$ cat src/rtl/utt_pkg.sv
`timescale 1ns / 1ps
`default_nettype none

package utt_pkg;

	localparam int unsigned POINT_W = 21;

	localparam logic [POINT_W-1:0] REPLACEMENT_POINT = 21'h00FFFD;
	localparam logic [POINT_W-1:0] MAX_POINT         = 21'h10FFFF;
	localparam logic [POINT_W-1:0] BMP_MAX           = 21'h00FFFF;
	localparam logic [POINT_W-1:0] SUPP_BASE         = 21'h010000;
	localparam logic [POINT_W-1:0] SURR_LOW          = 21'h00D800;
	localparam logic [POINT_W-1:0] SURR_HIGH         = 21'h00DFFF;
	localparam logic [POINT_W-1:0] MIN_TWO_BYTE      = 21'h000080;
	localparam logic [POINT_W-1:0] MIN_THREE_BYTE    = 21'h000800;
	localparam logic [5:0]         HI_SURR_TAG       = 6'b110110;
	localparam logic [5:0]         LO_SURR_TAG       = 6'b110111;
	localparam logic [1:0]         CONT_TAG          = 2'b10;

	typedef enum logic {
		FORM_UTF16 = 1'b0,
		FORM_UTF32 = 1'b1
	} form_t;

	typedef struct packed {
		logic [7:0] text_byte;
		logic       final_byte;
	} in_item_t;

	typedef struct packed {
		logic [POINT_W-1:0] code_value;
		logic               was_replaced;
		logic               last_of_run;
		logic               end_of_text;
	} result_t;

	typedef struct packed {
		result_t    res_a;
		result_t    res_b;
		logic [1:0] count;
	} decode_t;

endpackage

`default_nettype wire

$ cat src/rtl/utt_stream_if.sv
`timescale 1ns / 1ps
`default_nettype none

interface utt_stream_if #(
	parameter type payload_t = logic
);
	logic     valid;
	logic     ready;
	payload_t data;

	modport source (output valid, output data, input ready);
	modport sink (input valid, input data, output ready);
endinterface

`default_nettype wire

$ cat src/rtl/utt_decode.sv
`timescale 1ns / 1ps
`default_nettype none

module utt_decode (
	input  wire logic              clk,
	input  wire logic              arst_n,
	input  wire logic              advance,
	input  wire utt_pkg::in_item_t item,
	input  wire utt_pkg::form_t    output_form,
	output utt_pkg::decode_t       dec
);

	logic [utt_pkg::POINT_W-1:0] part_q, part_d;
	logic [1:0]                  due_q, due_d;
	logic [1:0]                  len_q, len_d;

	logic [utt_pkg::POINT_W-1:0] acc, mcp, off, lead_bits;
	logic [1:0]                  due_m1, lead_need;
	logic                        is_cont, acc_ok, pre, mv, mrep, expand, fin;
	logic [7:0]                  b;
	utt_pkg::result_t            bad_res, main_res, low_res;

	always_comb begin
		b       = item.text_byte;
		fin     = item.final_byte;
		is_cont = (b[7:6] == utt_pkg::CONT_TAG);
		acc     = {part_q[utt_pkg::POINT_W-7:0], b[5:0]};
		due_m1  = due_q - 2'd1;

		unique case (len_q)
			2'd1: acc_ok = (acc >= utt_pkg::MIN_TWO_BYTE);
			2'd2: acc_ok = (acc >= utt_pkg::MIN_THREE_BYTE)
				&& !((acc >= utt_pkg::SURR_LOW) && (acc <= utt_pkg::SURR_HIGH));
			default: acc_ok = (acc >= utt_pkg::SUPP_BASE) && (acc <= utt_pkg::MAX_POINT);
		endcase

		pre       = 1'b0;
		mv        = 1'b0;
		mcp       = '0;
		mrep      = 1'b0;
		part_d    = part_q;
		due_d     = due_q;
		len_d     = len_q;
		lead_need = 2'd0;
		lead_bits = '0;

		if ((due_q != 2'd0) && is_cont) begin
			if (due_m1 == 2'd0) begin
				mv     = 1'b1;
				part_d = '0;
				due_d  = 2'd0;
				len_d  = 2'd0;
				if (acc_ok) begin
					mcp = acc;
				end else begin
					mcp  = utt_pkg::REPLACEMENT_POINT;
					mrep = 1'b1;
				end
			end else if (fin) begin
				mv     = 1'b1;
				mcp    = utt_pkg::REPLACEMENT_POINT;
				mrep   = 1'b1;
				part_d = '0;
				due_d  = 2'd0;
				len_d  = 2'd0;
			end else begin
				part_d = acc;
				due_d  = due_m1;
			end
		end else begin
			pre    = (due_q != 2'd0);
			part_d = '0;
			due_d  = 2'd0;
			len_d  = 2'd0;
			priority if (!b[7]) begin
				mv  = 1'b1;
				mcp = {{(utt_pkg::POINT_W-8){1'b0}}, b};
			end else if (b[7:5] == 3'b110) begin
				lead_need = 2'd1;
				lead_bits = {{(utt_pkg::POINT_W-5){1'b0}}, b[4:0]};
			end else if (b[7:4] == 4'b1110) begin
				lead_need = 2'd2;
				lead_bits = {{(utt_pkg::POINT_W-4){1'b0}}, b[3:0]};
			end else if (b[7:3] == 5'b11110) begin
				lead_need = 2'd3;
				lead_bits = {{(utt_pkg::POINT_W-3){1'b0}}, b[2:0]};
			end else begin
				mv   = 1'b1;
				mcp  = utt_pkg::REPLACEMENT_POINT;
				mrep = 1'b1;
			end
			if (lead_need != 2'd0) begin
				if (fin) begin
					mv   = 1'b1;
					mcp  = utt_pkg::REPLACEMENT_POINT;
					mrep = 1'b1;
				end else begin
					part_d = lead_bits;
					due_d  = lead_need;
					len_d  = lead_need;
				end
			end
		end

		// surrogate pair split
		expand = mv && (output_form == utt_pkg::FORM_UTF16) && (mcp > utt_pkg::BMP_MAX);
		off    = mcp - utt_pkg::SUPP_BASE;

		bad_res = '{code_value: utt_pkg::REPLACEMENT_POINT, was_replaced: 1'b1,
			last_of_run: 1'b0, end_of_text: 1'b0};
		main_res = '{code_value: mcp, was_replaced: mrep,
			last_of_run: 1'b0, end_of_text: 1'b0};
		low_res = '{code_value: {5'b0, utt_pkg::LO_SURR_TAG, off[9:0]}, was_replaced: mrep,
			last_of_run: 1'b0, end_of_text: 1'b0};
		if (expand) begin
			main_res.code_value = {5'b0, utt_pkg::HI_SURR_TAG, off[19:10]};
		end

		dec.count = {1'b0, pre} + {1'b0, mv} + {1'b0, expand};
		if (pre) begin
			dec.res_a = bad_res;
			dec.res_b = main_res;
		end else begin
			dec.res_a = main_res;
			dec.res_b = low_res;
		end

		if (dec.count == 2'd2) begin
			dec.res_b.last_of_run = 1'b1;
			dec.res_b.end_of_text = fin;
		end else begin
			dec.res_a.last_of_run = 1'b1;
			dec.res_a.end_of_text = fin;
		end
	end

	always_ff @(posedge clk or negedge arst_n) begin
		if (!arst_n) begin
			part_q <= '0;
			due_q  <= 2'd0;
			len_q  <= 2'd0;
		end else if (advance) begin
			part_q <= part_d;
			due_q  <= due_d;
			len_q  <= len_d;
		end
	end

endmodule

`default_nettype wire

$ cat src/rtl/utt_outbuf.sv
`timescale 1ns / 1ps
`default_nettype none

module utt_outbuf (
	input  wire logic             clk,
	input  wire logic             arst_n,
	input  wire logic             load,
	input  wire utt_pkg::decode_t dec,
	output logic                  can_load,
	utt_stream_if.source          code_out
);

	utt_pkg::result_t slot0_q, slot1_q;
	logic [1:0]       cnt_q;
	logic             pop;

	assign pop            = code_out.valid && code_out.ready;
	assign code_out.valid = (cnt_q != 2'd0);
	assign code_out.data  = slot0_q;
	assign can_load       = (cnt_q == 2'd0) || ((cnt_q == 2'd1) && code_out.ready);

	always_ff @(posedge clk or negedge arst_n) begin
		if (!arst_n) begin
			cnt_q <= 2'd0;
		end else if (load) begin
			cnt_q <= dec.count;
		end else if (pop) begin
			cnt_q <= cnt_q - 2'd1;
		end
	end

	always_ff @(posedge clk) begin
		if (load) begin
			slot0_q <= dec.res_a;
			slot1_q <= dec.res_b;
		end else if (pop) begin
			slot0_q <= slot1_q;
		end
	end

endmodule

`default_nettype wire

$ cat src/rtl/utf8_to_utf16_transcoder.sv
// path: a text byte is registered in the input stage, decoded combinationally, and its
//   result items are registered in the two-entry result buffer that drives code_out
// throughput: one byte per cycle while code_out is ready; a byte that yields two items
//   (surrogate pair, or replacement plus a new point) holds the buffer until one is taken
// reset: arst_n clears the sequence state, the buffers and output_form (utf-16)
`timescale 1ns / 1ps
`default_nettype none

module utf8_to_utf16_transcoder (
	input  wire logic    clk,
	input  wire logic    arst_n,
	utt_stream_if.sink   text_in,
	utt_stream_if.source code_out,
	utt_stream_if.sink   cfg
);

	utt_pkg::in_item_t item_s1;
	logic              valid_s1;
	utt_pkg::form_t    form_q;
	utt_pkg::decode_t  dec;
	logic              can_load, advance, take;

	assign advance       = valid_s1 && can_load;
	assign text_in.ready = !valid_s1 || advance;
	assign take          = text_in.valid && text_in.ready;
	assign cfg.ready     = 1'b1;

	always_ff @(posedge clk or negedge arst_n) begin
		if (!arst_n) begin
			valid_s1 <= 1'b0;
			form_q   <= utt_pkg::FORM_UTF16;
		end else begin
			if (take) begin
				valid_s1 <= 1'b1;
			end else if (advance) begin
				valid_s1 <= 1'b0;
			end
			if (cfg.valid && cfg.ready) begin
				form_q <= utt_pkg::form_t'(cfg.data);
			end
		end
	end

	always_ff @(posedge clk) begin
		if (take) begin
			item_s1 <= text_in.data;
		end
	end

	utt_decode u_decode (
		.clk         (clk),
		.arst_n      (arst_n),
		.advance     (advance),
		.item        (item_s1),
		.output_form (form_q),
		.dec         (dec)
	);

	utt_outbuf u_outbuf (
		.clk      (clk),
		.arst_n   (arst_n),
		.load     (advance),
		.dec      (dec),
		.can_load (can_load),
		.code_out (code_out)
	);

endmodule

`default_nettype wire

$ cat src/flat_wrapper.sv
// flat-port wrapper written by rule: the top's interface ports become plain ports
module utf8_to_utf16_transcoder_flat 
  (clk, arst_n, text_in_valid, text_in_data, text_in_ready, code_out_valid, code_out_data, code_out_ready, cfg_valid, cfg_data, cfg_ready);
  utt_stream_if #(.payload_t(utt_pkg::in_item_t)) text_in_i ();
  utt_stream_if #(.payload_t(utt_pkg::result_t)) code_out_i ();
  utt_stream_if cfg_i ();
  input  wire logic clk;
  input  wire logic arst_n;
  input wire logic [$bits(text_in_i.valid)-1:0] text_in_valid;
  input wire logic [$bits(text_in_i.data)-1:0] text_in_data;
  output wire logic [$bits(text_in_i.ready)-1:0] text_in_ready;
  output wire logic [$bits(code_out_i.valid)-1:0] code_out_valid;
  output wire logic [$bits(code_out_i.data)-1:0] code_out_data;
  input wire logic [$bits(code_out_i.ready)-1:0] code_out_ready;
  input wire logic [$bits(cfg_i.valid)-1:0] cfg_valid;
  input wire logic [$bits(cfg_i.data)-1:0] cfg_data;
  output wire logic [$bits(cfg_i.ready)-1:0] cfg_ready;
  assign text_in_i.valid = text_in_valid;
  assign text_in_i.data = text_in_data;
  assign text_in_ready = text_in_i.ready;
  assign code_out_valid = code_out_i.valid;
  assign code_out_data = code_out_i.data;
  assign code_out_i.ready = code_out_ready;
  assign cfg_i.valid = cfg_valid;
  assign cfg_i.data = cfg_data;
  assign cfg_ready = cfg_i.ready;
  utf8_to_utf16_transcoder u_core (.clk(clk), .arst_n(arst_n), .text_in(text_in_i), .code_out(code_out_i), .cfg(cfg_i));
endmodule
$ cat config.mk
export PLATFORM = sky130hd
export DESIGN_NAME = utf8_to_utf16_transcoder_flat
export DESIGN_NICKNAME = d
export VERILOG_FILES = /design/src/rtl/utt_pkg.sv /design/src/rtl/utt_stream_if.sv /design/src/rtl/utt_decode.sv /design/src/rtl/utt_outbuf.sv /design/src/rtl/utf8_to_utf16_transcoder.sv /design/src/flat_wrapper.sv
export SDC_FILE = /design/constraint.sdc
export NUM_CORES = 1
export LEC_CHECK = 0
export BUFFER_PORTS_ARGS = -buffer_cell sky130_fd_sc_hd__clkbuf_2
export CORE_MARGIN = 2
export CORE_UTILIZATION = 52
export CTS_BUF_LIST = sky130_fd_sc_hd__clkbuf_8
export DETAILED_ROUTE_END_ITERATION = 6
export PLACE_DENSITY = 0.72
export SETUP_SLACK_MARGIN = 0.02
export SYNTH_ARGS = -nofsm -noshare
export SYNTH_HDL_FRONTEND = slang
export SYNTH_SLANG_ARGS = --single-unit
$ cat constraint.sdc
create_clock -name clk -period 4.7 [get_ports clk]
set_input_delay 0.235 -clock clk [delete_from_list [all_inputs] [get_ports clk]]
set_output_delay 0.235 -clock clk [all_outputs]
set_load 0.005 [all_outputs]
==> metrics.cfg, run 1 <==
[status]
outcome=finished clean

[floorplan]
die_y_um=90.0
num_rows=31
core_um2=7210
ios=42
fp.dieW_um=90.0
fp.dieArea_um2=8100
start_util_pct=53.3

[clock_network]
clk_pin_slew_ps=90
ctsResizeCount=0
cts.sinks=80
htree_levels=3
cts_tree=built
cts_buffer_depth=2
cts-root-buf=clkbuf_8
cts_made_buffers=9
clk-insertion-delay-late_ps=370

[drt]
postRouteAntennaNets=0
firstDrtPassIters=4
routed-via-count=2788
routedWlPerCell_um=16.7
wirelength_mm=8.17
drcViolationCount=0
first_iter_violations=204
viasPerCell=5.71

[pwr]
power.leakage_nw=1.75
finalPower_mw=2.79
vdd_drop_max_mv=0.663
power_density_nw_per_um2=642

[worst_setup_path]
cp_cell_sequence=nor4_1 > o2bb2a_1 > o2111ai_1 > nand2_1 > nand2_1 > ha_1 > inv_1 > a2111oi_4 > a211oi_2 > inv_2 > fa_1 > nor2b_1 > and2_1
arrival_ps=3880
crit_top_cell=nand2_1
cp.required_ps=4830
crit_fanout=8
end_kind=flop
path_class=flop to flop
cpPeakStageDelay_ps=550
slowest_stage=nor4_1
start_kind=flop

[run]
drv_cap=0

[yosys]
ys.flop_type=edfxtp_1
async_flop_share_pct=28.7
avgSynthCellArea_um2=11.3
ys_warn_count=0
ys_seq_area_share_pct=59.5
ys_types=58
synth_area_um2=3840
synth_top_area_share_pct=44.5
synth_edf_count=57
yosys.area.top_type=edfxtp_1
synth-seq-cells=80
synthTopCellsByArea=edfxtp_1 (45%), dfrtp_1 (15%), nand2_1 (5.5%)
postSynthCellCount=341

[final_layout]
drive_gt1_share_pct=19.0
nets=408
final_cells=488
antenna_cells=0
mostFrequentLayoutCells=edfxtp_1 (57), nand2_1 (56), clkbuf_2 (40), a21oi_1 (23), dfrtp_1 (23)
areaGrowthSynthToFinish_pct=13.0
utilization_pct=60.2
layout_commonest_cell=edfxtp_1

[grt]
grt_pass1_wl_mm=13.7
grtUsageTotal_pct=21.8
grt_max_degree=36
grt_pass1_vias=2652
antenna_found_initial=0
grt_overflow=0

[hold_path]
hp-class=primary input to flop

[timing]
finalSetupTns_ps=0
fmax_mhz=266
drv_slew=0
period_minus_slack_ps=3760
rsz0062_at_grt=false
fin_ws_ps=943
post-route-period-util_pct=79.9
finClkSkew_ps=11.6
worstMarginPinSlew_ps=1200
finalSetupViolCount=0
slew_headroom_pct=19.4
final-hold-violation-count=0

[place]
port_buffers=40
dp_cells=471
dp_worst_setup_slack_ps=985
dpl.hpwl_mm=5.64
gp_congestion=0.905

final timing paths:
path / slack (ps) / end / start / cells past startpoint
setup / recovery: 940 / u_core.u_outbuf.slot1_q[0] / u_core.u_decode.part_q[5] / 13
hold / removal: 40 / u_core.item_s1[6] / text_in_data[6] / 1
setup reg to reg: 940 / u_core.u_outbuf.slot1_q[0] / u_core.u_decode.part_q[5] / 13
hold reg to reg: 540 / u_core.u_decode.due_q[0] / u_core.u_decode.due_q[0] / 2
max in group asynchronous: 3880 / u_core.u_decode.due_q[1] / arst_n / 2
min in group asynchronous: 410 / u_core.u_decode.part_q[8] / arst_n / 2
routing by layer:
metal | GRT usage (%) | up-vias | wire, um
li1 | - | 1327 | -
met1 | 29.4 | 1350 | 3580
met2 | 34.9 | 100 | 3920
met3 | 4.27 | 11 | 513
met4 | 8.85 | 0 | 153
met5 | 0 | - | 0
cell type report:
type / instances / area, um2
Tap cell: 99 / 124
Sequential cell: 80 / 2290
Timing Repair Buffer: 45 / 240
Multi-Input combinational cell: 229 / 1410
Clock inverter: 6 / 73.8
Inverter: 19 / 71.3
Clock buffer: 10 / 138
Fill cell: 609 / 2870
power breakdown:
group | switching (mW) | total (mW) | internal [mW]
clock | 0.271 | 0.538 | 0.267
sequential | 0.121 | 1.25 | 1.13
combinational | 0.640 | 1.00 | 0.359
cell usage after synthesis, drive strengths merged (3+ instances only):
cell and n:
nand3 11, nand2 56, o22ai 3, buf 5, nor2 23, a21oi 23, a22o 12, edfxtp 57
nor2b 3, a211oi 5, nand4 3, inv 19, nor4 4, nor3 6, mux2i 3, ha 8
nand2b 7, dfrtp 23, o21ai 14, o21a 4, o31ai 4, clkbuf 12
logic make-up (layout without fill, tap and decap cells):
kind of cell	count (synthesis)	in the layout	share of synthesized area, %
mux	5	5	1.37
fa+ha+maj	9	9	3.13
other cells	2	6	0.195
compound gates	84	84	16.0
buf+inv	36	80	4.23
simple gates	125	125	15.6
flops	80	80	59.5
sequential cells by signal, indices dropped and copies added, names as in the netlist, 2 cells and up:
register,flops
u_core.item_s1,9
u_core.u_decode.due_q,2
u_core.u_decode.len_q,2
u_core.u_decode.part_q,15
u_core.u_outbuf.cnt_q,2
u_core.u_outbuf.code_out.data,24
u_core.u_outbuf.slot1_q,24
critical path, delay by kind of cell, from the launching register on:
| family | cells | cell delay, ps |
|---|---|---|
| buffers and inverters | 2 | 190 |
| adders and majority gates | 2 | 630 |
| AOI/OAI and AO/OA | 4 | 950 |
| and+or+nand+nor | 5 | 1320 |
| DFF | 1 | 430 |
timing repair:
action,CTS,global route
hold buffers,1,0
endpoints found under the hold margin,23,0
buffers inserted,0,0
metrics by stage:
step	instance area (um2)	hold slack, ps
2_1_floorplan	3860	-60.6
3_3_place_gp	4120	264
3_5_place_dp	4120	275
4_1_cts	4340	38.9
5_1_grt	4340	39.7
6_report	4340	36.9
Note: power is estimated with default switching activity, not from simulation.
==> run 2, diff against run 1 <==
==> constraint.sdc (replaced) <==
create_clock -name clk -period 3.65 [get_ports clk]
set_input_delay 0.1825 -clock clk [delete_from_list [all_inputs] [get_ports clk]]
set_output_delay 0.1825 -clock clk [all_outputs]
set_load 0.005 [all_outputs]
==> run 2 against run 1 <==
Compared with the run above: final area grew 4.9%; worst setup slack worse by 720 ps; first-iteration DRC count down 3.4%; critical endpoint unchanged; sequential cell count is the same; die area unchanged; final cell count rose by 5.3%; maximum frequency up 9.5%; clock skew down 1.4 ps; sequential share of layout area decreased by 2.5 points; combinational power increased by 39%; clock-buffer cell count decreased by 1; clock power rose by 20%.
==> metrics.cfg, run 2 (synthesized netlist as in run 1, its figures left out) <==
[pwr]
p_int_mw=2.29
p_sw_share_pct=36.9
power_density_nw_per_um2=798
combPwrFrac_pct=38.1
vdd_drop_max_mv=0.490
clock_power_share_pct=17.7
pwr-share-seq_pct=44.2
switchingPower_mw=1.34
power.leakage_nw=1.88

[floorplan]
fp.dieW_um=90.0
die_y_um=90.0
num_rows=31
core_um2=7210
start_util_pct=53.3
fp.dieArea_um2=8100
ios=42

[final_layout]
mostFrequentLayoutCells=edfxtp_1 (57), nand2_1 (56), clkbuf_2 (40), a21oi_1 (23), dfrtp_1 (23)
drive_gt1_share_pct=22.2
layout_commonest_cell=edfxtp_1
nets=434
areaGrowthSynthToFinish_pct=18.6
antenna_cells=0

[timing]
final-hold-violation-count=0
period_minus_slack_ps=3430
slew_headroom_pct=52.8
rsz0062_at_grt=false
fmax_mhz=291
drv_slew=0
worstMarginPinSlew_ps=708
finClkSkew_ps=10.2
post-route-period-util_pct=94.0
fin_ws_ps=219
finalSetupViolCount=0
finalSetupTns_ps=0
holdWs_ps=27.4

[hold_path]
hp-class=primary input to flop

[drt]
firstDrtPassIters=5
viasPerCell=5.57
routed-via-count=2863
first_iter_violations=197
postRouteAntennaNets=0
drcViolationCount=0
routedWlPerCell_um=17.3
wirelength_mm=8.88

[clock_network]
cts-root-buf=clkbuf_8
htree_levels=3
clk-insertion-delay-late_ps=360
clk_pin_slew_ps=80
cts_made_buffers=9
cts_tree=built
cts_setup_buffers=0
cts_buffer_depth=2
cts.sinks=80

[worst_setup_path]
path_delay_family=simple AND/OR/NAND/NOR gates
start_kind=flop
crit_fanout=6
cp_num_buf_inv=3
slowest_stage=nor4_1
ff2ff_setup_slack_ps=220
path_class=flop to flop
crit_top_cell=inv_1
end_kind=flop
cp_cell_sequence=inv_1 > ha_1 > and4bb_2 > nand2_1 > nor4_1 > inv_1 > a2111oi_4 > a211oi_2 > inv_2 > fa_1 > nor2b_1 > and2_1
arrival_ps=3550
cpPeakStageDelay_ps=460
cp.required_ps=3770

[status]
outcome=finished clean

[place]
dp_worst_setup_slack_ps=240
port_buffers=40
dpl.hpwl_mm=6.39
gp_congestion=0.915

[grt]
grt_max_degree=30
grt_pass1_vias=2827
grt_overflow=0
grt_pass1_wl_mm=14.6
antenna_found_initial=0
grtUsageTotal_pct=23.7

[run]
drv_cap=0

-- run 2: cell count changes in the layout (fill, tap and decap cells not counted), moves of 2 or more --
cell | before | now
buf_4 | 4 | 21
dlygate4sd3_1 | 1 | 10
clkinv_2 | 0 | 2
clkinvlp_4 | 2 | 0
-- run 2: what timing repair did --
item                                    CTS  global route
hold endpoints to repair                 32             0
endpoints found under the setup margin    0             3
hold buffers                             10             0
gates resized for setup                   0             2
-- run 2: final timing paths --
kind	start	to	cells past startpoint
worst max-delay path	u_core.u_decode.due_q[1]	u_core.u_outbuf.slot1_q[0]	12
worst max register to register	u_core.u_decode.due_q[1]	u_core.u_outbuf.slot1_q[0]	12
max in group asynchronous	arst_n	u_core.u_decode.len_q[0]	2
min in group asynchronous	arst_n	u_core.u_decode.part_q[0]	2
worst min register to register	u_core.u_outbuf.slot1_q[0]	u_core.u_outbuf.code_out.data[0]	2
worst min-delay path	text_in_valid	u_core.valid_s1	2
-- run 2: metrics by stage --
step                utilization [%]  instances  total power [mW]  area, um2
global placement               58.9        488              2.96       4250
CTS                            63.0        514              3.65       4540
global route                   63.2        514              3.89       4560
finish                         63.2        514              3.64       4560
detailed placement             58.9        488              3.00       4250
floorplan                         -        345              2.45       3860
-- run 2: power groups by stage --
| stage | clock network, mW | registers [mW] | logic (mW) |
|---|---|---|---|
| final | 0.645 | 1.61 | 1.39 |
| after global routing | 0.696 | 1.64 | 1.56 |
| after CTS | 0.649 | 1.61 | 1.39 |
| after detailed placement | 0 | 1.63 | 1.37 |
| after global placement | 0 | 1.61 | 1.35 |
| after floorplan | 0 | 1.59 | 0.858 |
-- run 2: area by class of cell --
type | instances | area (um2)
Clock inverter | 7 | 70.1
Clock buffer | 9 | 124
Multi-Input combinational cell | 229 | 1420
Timing Repair Buffer | 71 | 458
Inverter | 19 | 71.3
Sequential cell | 80 | 2290
Tap cell | 99 | 124
Fill cell | 606 | 2660
-- run 2: layer usage --
metal	vias up	wire [um]	GRT usage, %	share of wire, %
li1	1374	-	-	-
met3	13	400	4.11	4.5
met1	1386	3800	31.0	43
met5	-	0	0	0
met2	90	4500	40.0	51
met4	0	174	8.59	2.0
